### config.mk
export PLATFORM = sky130hd
export DESIGN_NAME = running_median_filter
export DESIGN_NICKNAME = d
export VERILOG_FILES = /design/src/sv/rmf_pkg.sv /design/src/sv/running_median_filter.sv
export SDC_FILE = /design/constraint.sdc
export NUM_CORES = 1
export LEC_CHECK = 0
export BUFFER_PORTS_ARGS = -buffer_cell sky130_fd_sc_hd__buf_4
export CAP_MARGIN = 25
export CORE_MARGIN = 1.5
export CORE_UTILIZATION = 44
export DETAILED_ROUTE_END_ITERATION = 16
export GPL_TIMING_DRIVEN = 0
export HOLD_SLACK_MARGIN = 0.05
export PLACE_DENSITY_LB_ADDON = 0.2
export SYNTH_ARGS = -nofsm -noshare
export SYNTH_HDL_FRONTEND = slang
export SYNTH_SLANG_ARGS = --single-unit
### constraint.sdc
create_clock -name clk -period 7.6 [get_ports clk]
set_input_delay 0.76 -clock clk [delete_from_list [all_inputs] [get_ports clk]]
set_output_delay 0.76 -clock clk [all_outputs]
set_load 0.005 [all_outputs]
### src/sv/rmf_pkg.sv
package rmf_pkg;

    // Window and sample geometry
    localparam int WINDOW = 15;
    localparam int DATA_W = 32;
    localparam int MID    = WINDOW / 2;
    localparam int BIT_W  = $clog2(DATA_W);
    localparam int CNT_W  = $clog2(WINDOW + 1);

    // Popcount grouping for the zero count
    localparam int GRP    = 8;
    localparam int NGRP   = (WINDOW + GRP - 1) / GRP;

    typedef logic [DATA_W-1:0] word_t;

    typedef enum logic [1:0] {
        ST_IDLE,
        ST_RUN,
        ST_HOLD
    } state_t;

endpackage

### src/sv/running_median_filter.sv
// Running median over the last 15 signed 32-bit samples (1/256 m units); the
// window starts as zeros and those zeros count until pushed out. Each sample
// is first shifted into the window; then a bit-serial rank search walks all
// window entries MSB first, one bit per cycle, with a single narrow zero
// count and rank compare. No new sample is taken until that search is done,
// nor while its median waits for a busy output register. A finished median
// waits in an output register, so the next sample is taken while it waits.
module running_median_filter (
    input  logic                       clk,
    input  logic                       rst_n,
    input  logic [rmf_pkg::DATA_W-1:0] sample,
    input  logic                       sample_valid,
    output logic                       sample_stall,
    output logic [rmf_pkg::DATA_W-1:0] median,
    output logic                       median_valid,
    input  logic                       median_stall
);

    rmf_pkg::state_t state_reg, state_next;

    rmf_pkg::word_t win_reg  [rmf_pkg::WINDOW];
    rmf_pkg::word_t win_next [rmf_pkg::WINDOW];

    logic [rmf_pkg::WINDOW-1:0] cand_reg, cand_next;
    logic [rmf_pkg::CNT_W-1:0]  rank_reg, rank_next;
    logic [rmf_pkg::BIT_W-1:0]  bit_cnt_reg, bit_cnt_next;
    rmf_pkg::word_t             acc_reg, acc_next;
    rmf_pkg::word_t             med_reg, med_next;
    logic                       out_valid_reg, out_valid_next;

    // Control decoded from state
    logic do_load;
    logic do_run;
    logic slot_free;
    logic last_bit;
    logic deliver_run;
    logic deliver_hold;

    // Bit-slice datapath
    logic                       first_bit;
    logic [rmf_pkg::WINDOW-1:0] key_vec;
    logic [rmf_pkg::WINDOW-1:0] zero_vec;
    logic [rmf_pkg::CNT_W-1:0]  grp_cnt [rmf_pkg::NGRP];
    logic [rmf_pkg::CNT_W-1:0]  zero_cnt;
    logic                       key_bit;
    logic                       raw_bit;

    assign slot_free = !out_valid_reg || !median_stall;
    assign last_bit  = (bit_cnt_reg == rmf_pkg::BIT_W'(rmf_pkg::DATA_W - 1));
    assign first_bit = (bit_cnt_reg == '0);

    // FSM outputs
    always_comb
    begin
        sample_stall = (state_reg != rmf_pkg::ST_IDLE);
        do_load      = (state_reg == rmf_pkg::ST_IDLE) && sample_valid;
        do_run       = (state_reg == rmf_pkg::ST_RUN);
        deliver_run  = do_run && last_bit && slot_free;
        deliver_hold = (state_reg == rmf_pkg::ST_HOLD) && slot_free;
    end

    // FSM next state
    always_comb
    begin
        state_next = state_reg;
        unique case (state_reg)
            rmf_pkg::ST_IDLE:
            begin
                if (sample_valid)
                    state_next = rmf_pkg::ST_RUN;
            end
            rmf_pkg::ST_RUN:
            begin
                if (last_bit)
                    state_next = slot_free ? rmf_pkg::ST_IDLE : rmf_pkg::ST_HOLD;
            end
            rmf_pkg::ST_HOLD:
            begin
                if (slot_free)
                    state_next = rmf_pkg::ST_IDLE;
            end
            default:
            begin
                state_next = rmf_pkg::ST_IDLE;
            end
        endcase
    end

    // Current key bit of every entry; sign bit inverted for signed order
    always_comb
    begin
        for (int i = 0; i < rmf_pkg::WINDOW; i++)
        begin
            key_vec[i] = win_reg[i][rmf_pkg::DATA_W-1] ^ first_bit;
        end
        zero_vec = cand_reg & ~key_vec;
    end

    // Count candidates with a zero key bit, in groups then across groups
    always_comb
    begin
        for (int g = 0; g < rmf_pkg::NGRP; g++)
        begin
            grp_cnt[g] = '0;
            for (int j = 0; j < rmf_pkg::GRP; j++)
            begin
                if (g * rmf_pkg::GRP + j < rmf_pkg::WINDOW)
                    grp_cnt[g] = grp_cnt[g]
                               + rmf_pkg::CNT_W'(zero_vec[g * rmf_pkg::GRP + j]);
            end
        end
        zero_cnt = '0;
        for (int g = 0; g < rmf_pkg::NGRP; g++)
        begin
            zero_cnt = zero_cnt + grp_cnt[g];
        end
    end

    // Median bit: zero if the target rank lies among the zero-bit candidates
    assign key_bit = !(zero_cnt > rank_reg);
    assign raw_bit = key_bit ^ first_bit;

    // Datapath next values
    always_comb
    begin
        win_next     = win_reg;
        cand_next    = cand_reg;
        rank_next    = rank_reg;
        bit_cnt_next = bit_cnt_reg;
        acc_next     = acc_reg;
        if (do_load)
        begin
            for (int i = 0; i < rmf_pkg::WINDOW - 1; i++)
            begin
                win_next[i] = win_reg[i + 1];
            end
            win_next[rmf_pkg::WINDOW-1] = sample;
            cand_next    = '1;
            rank_next    = rmf_pkg::CNT_W'(rmf_pkg::MID);
            bit_cnt_next = '0;
        end
        else if (do_run)
        begin
            // Rotate every entry; after a full pass the window is unchanged
            for (int i = 0; i < rmf_pkg::WINDOW; i++)
            begin
                win_next[i] = {win_reg[i][rmf_pkg::DATA_W-2:0],
                               win_reg[i][rmf_pkg::DATA_W-1]};
            end
            if (key_bit)
            begin
                cand_next = cand_reg & key_vec;
                rank_next = rank_reg - zero_cnt;
            end
            else
            begin
                cand_next = zero_vec;
            end
            acc_next     = {acc_reg[rmf_pkg::DATA_W-2:0], raw_bit};
            bit_cnt_next = bit_cnt_reg + 1'b1;
        end
    end

    // Output register
    always_comb
    begin
        med_next       = med_reg;
        out_valid_next = out_valid_reg;
        if (out_valid_reg && !median_stall)
            out_valid_next = 1'b0;
        if (deliver_run)
        begin
            med_next       = {acc_reg[rmf_pkg::DATA_W-2:0], raw_bit};
            out_valid_next = 1'b1;
        end
        else if (deliver_hold)
        begin
            med_next       = acc_reg;
            out_valid_next = 1'b1;
        end
    end

    // Control and window state
    always_ff @(posedge clk or negedge rst_n)
    begin
        if (!rst_n)
        begin
            state_reg     <= rmf_pkg::ST_IDLE;
            out_valid_reg <= 1'b0;
            cand_reg      <= '0;
            rank_reg      <= '0;
            bit_cnt_reg   <= '0;
            for (int i = 0; i < rmf_pkg::WINDOW; i++)
            begin
                win_reg[i] <= '0;
            end
        end
        else
        begin
            state_reg     <= state_next;
            out_valid_reg <= out_valid_next;
            cand_reg      <= cand_next;
            rank_reg      <= rank_next;
            bit_cnt_reg   <= bit_cnt_next;
            win_reg       <= win_next;
        end
    end

    // Payload registers
    always_ff @(posedge clk)
    begin
        acc_reg <= acc_next;
        med_reg <= med_next;
    end

    assign median       = med_reg;
    assign median_valid = out_valid_reg;

endmodule

==> impl_metrics.toml <==
[timing]
fin_tns_setup_ns = 0
rsz0062_at_grt = "no"
clock.fmax_ghz = 0.159
fin_worst_skew_ns = 0.0283
drv_slew = 0
setup_viol_count_final = 0
fin_crit_sh = 0.825
final_hold_viol_count = 0
slew_headroom = 0.422
worst_pin_slew_ns = 0.867
min_period_ns = 6.27

[grt]
grt_max_degree = 129
grt_first_pass_wirelength_um = 92400
grt_usage = 0.201
grt_overflow = 0
antenna_found_initial = 0
first_global_vias = 17600

[synth]
ys_types = 37
syn_avg_cell_area_um2 = 10.1
syn_nets = 2433
synth_warnings = 0
ys_seq_elements = 571
ys_async_sr_fraction = 0.888
ys.flop_type = "dfrtp_1"
synth_cells = 2377
synth_area_um2 = 24100
synth_edf_count = 64
seq_area_frac_synth = 0.606

[clock_network]
clock_latency_ns = 0.63
htree_levels = 2
cts_buffers = 59
ctsRootBufferMaster = "clkbuf_16"
cts.sinks = 571
path_clk_slew_ns = 0.06
hold_buffers = 0
cts_buffer_depth = 3
cts_tree = "built"
cts_resized = 0
cts_setup_buffers = 0

[routing]
drt.antenna.violating_nets = 0
drc_errors = 0
dr_total_vias = 17600
wl_per_cell_um = 16.9
drtIter0Drc = 1459
dr.pass1.iters = 6
routed_wl_um = 54900
vias_per_cell = 5.40

[floorplanning]
core-area_um2 = 54000
io_pins = 70
initial_core_util = 0.446
rows = 85
die-area_um2 = 56200
die_height_um = 237
dieWidth_um = 237

[critical_path]
end_kind = "flop"
crit_top_cell = "fa_1"
startpoint_type = "flop"
cp_cell_sequence = "inv_1 > ha_1 > nor4b_2 > buf_4 > buf_12 > xnor2_1 > and2_1 > fa_1 > inv_1 > fa_1 > fa_1 > inv_1 > fa_1 > fa_1 > inv_1 > fa_1 > fa_1 > a21o_1 > a21oi_1 > buf_2 > buf_4 > xor2_1 > a21oi_1"
cpPeakStageDelay_ns = 0.53
critPathKind = "flop to flop"
crit_required_ns = 8.09
crit_fanout = 10
crit_path_top_delay_cell = "fa_1"
critPathArrivalTime_ns = 6.76

[finish]
fin_util = 0.511
final_cell_count_no_fill = 3256
syn2layout_area_growth_pct = 14.4
largest_reg_flops = 480
drive_gt1_frac = 0.110
diodes = 0
nets = 2569

[placed_design]
routabilityCongestion = 0.770
dp.cells = 3148
port_buffers = 69
hpwl_um = 39300

[worst_hold_path]
hold_class = "input port to asynchronous set/reset pin"

[power]
leakage_uw = 0.0137
power.density_nw_per_um2 = 392
ir_worst_vdd_mv = 0.221

[flow_run]
cap_violations = 0

[run_status]
status = "finished, final reports clean"
[worst max-delay path, delay by kind of cell (launching register included)]
kind,cells,cell delay (ns)
AND/OR/NAND/NOR,2,0.36
adder cells (fa/ha/maj),8,3.37
buffers and inverters,8,1.26
AO/OA/AOI/OAI,3,0.43
flip-flops,1,0.42
XOR/XNOR,2,0.29
[cells by family (layout without fill, tap and decap cells)]
group | Yosys count | in the layout | share of synthesized area
xor gates and xnor gates | 33 | 33 | 0.0120
buffers and inverters | 189 | 372 | 0.0344
adders and majority gates | 20 | 20 | 0.0138
muxes | 33 | 33 | 0.0154
and+or+nand+nor | 1016 | 1016 | 0.161
AOI/OAI and AO/OA | 515 | 515 | 0.157
DFF | 571 | 571 | 0.606
[routing by layer]
layer  share of wire  GRT usage  vias up  wire length [um]
met1            0.44      0.264     8751             24000
met2            0.51      0.351      242             28100
met5               0          0        -                 0
met4           0.020     0.0533        0              1120
met3           0.030     0.0252       79              1650
li1                -          -     8513                 -
[area by class of cell]
type	instances	area, um2
fillers	4802	26400
flip-flops and latches	571	14600
multi-input cells	1617	8690
clock buffers	84	1670
well taps	696	871
plain buffers	171	761
repair buffers	75	683
clock inverters	24	244
inverters	18	70.1
[power breakdown]
group	switching (uW)	total [uW]	internal, uW
Combinational	1920	3110	1190
Sequential	783	4840	4050
Clock	1200	2860	1660
Total	3900	10800	6910
[path summary, 6_finish.rpt]
path,start,end,slack [ns],depth (start not counted)
worst max-delay path,bit_cnt_reg[0],cand_reg[10],1.33,23
worst min-delay path,rst_n,median_valid,0.21,1
worst max register to register,bit_cnt_reg[0],cand_reg[10],1.33,23
worst min register to register,acc_reg[25],acc_reg[26],0.47,0
max in group asynchronous,rst_n,win_reg[453],6.30,2
min in group clk,sample[17],win_reg[17],0.35,3
[through the flow]
step / setup slack [ns] / total power (uW) / hold WS, ns / cell area (um2)
floorplan: 1.75 / 6930 / 0.436 / 24100
global placement: 0.474 / 7860 / 0.452 / 25500
detailed placement: 1.33 / 8020 / 0.458 / 25700
CTS: 1.30 / 10900 / 0.218 / 27600
global route: 1.03 / 11600 / 0.265 / 27600
finish: 1.33 / 10800 / 0.208 / 27600
[cell usage after synthesis, types with 7 or more instances]
library cell  instances  area share
fa_1                 11      0.0091
clkbuf_1             69       0.011
xnor2_1              17      0.0062
a21oi_1              20      0.0041
edfxtp_1             64       0.080
inv_1                17      0.0026
nand2_1             970        0.15
dfrtp_1             507        0.53
mux2_2               31       0.014
nor2_1               20      0.0031
and2_1               13      0.0034
buf_2                75       0.016
o21ai_0               7      0.0015
ha_1                  9      0.0047
buf_1                24      0.0037
xor2_1               16      0.0058
a22oi_1             480        0.15
[layout by cell type, fill, tap and decap left out, types with 5 or more instances in the layout]
cell       instances
nand2_1          970
dfrtp_1          507
a22oi_1          480
clkbuf_1          83
buf_2             75
buf_4             70
edfxtp_1          64
clkbuf_16         59
mux2_2            31
buf_1             24
nor2_1            20
a21oi_1           19
xnor2_1           17
inv_1             17
xor2_1            16
and2_1            13
clkinv_2          12
fa_1              11
clkbuf_8          10
ha_1               9
o21ai_0            7
buf_16             5
(Power assumes the default switching activity.)
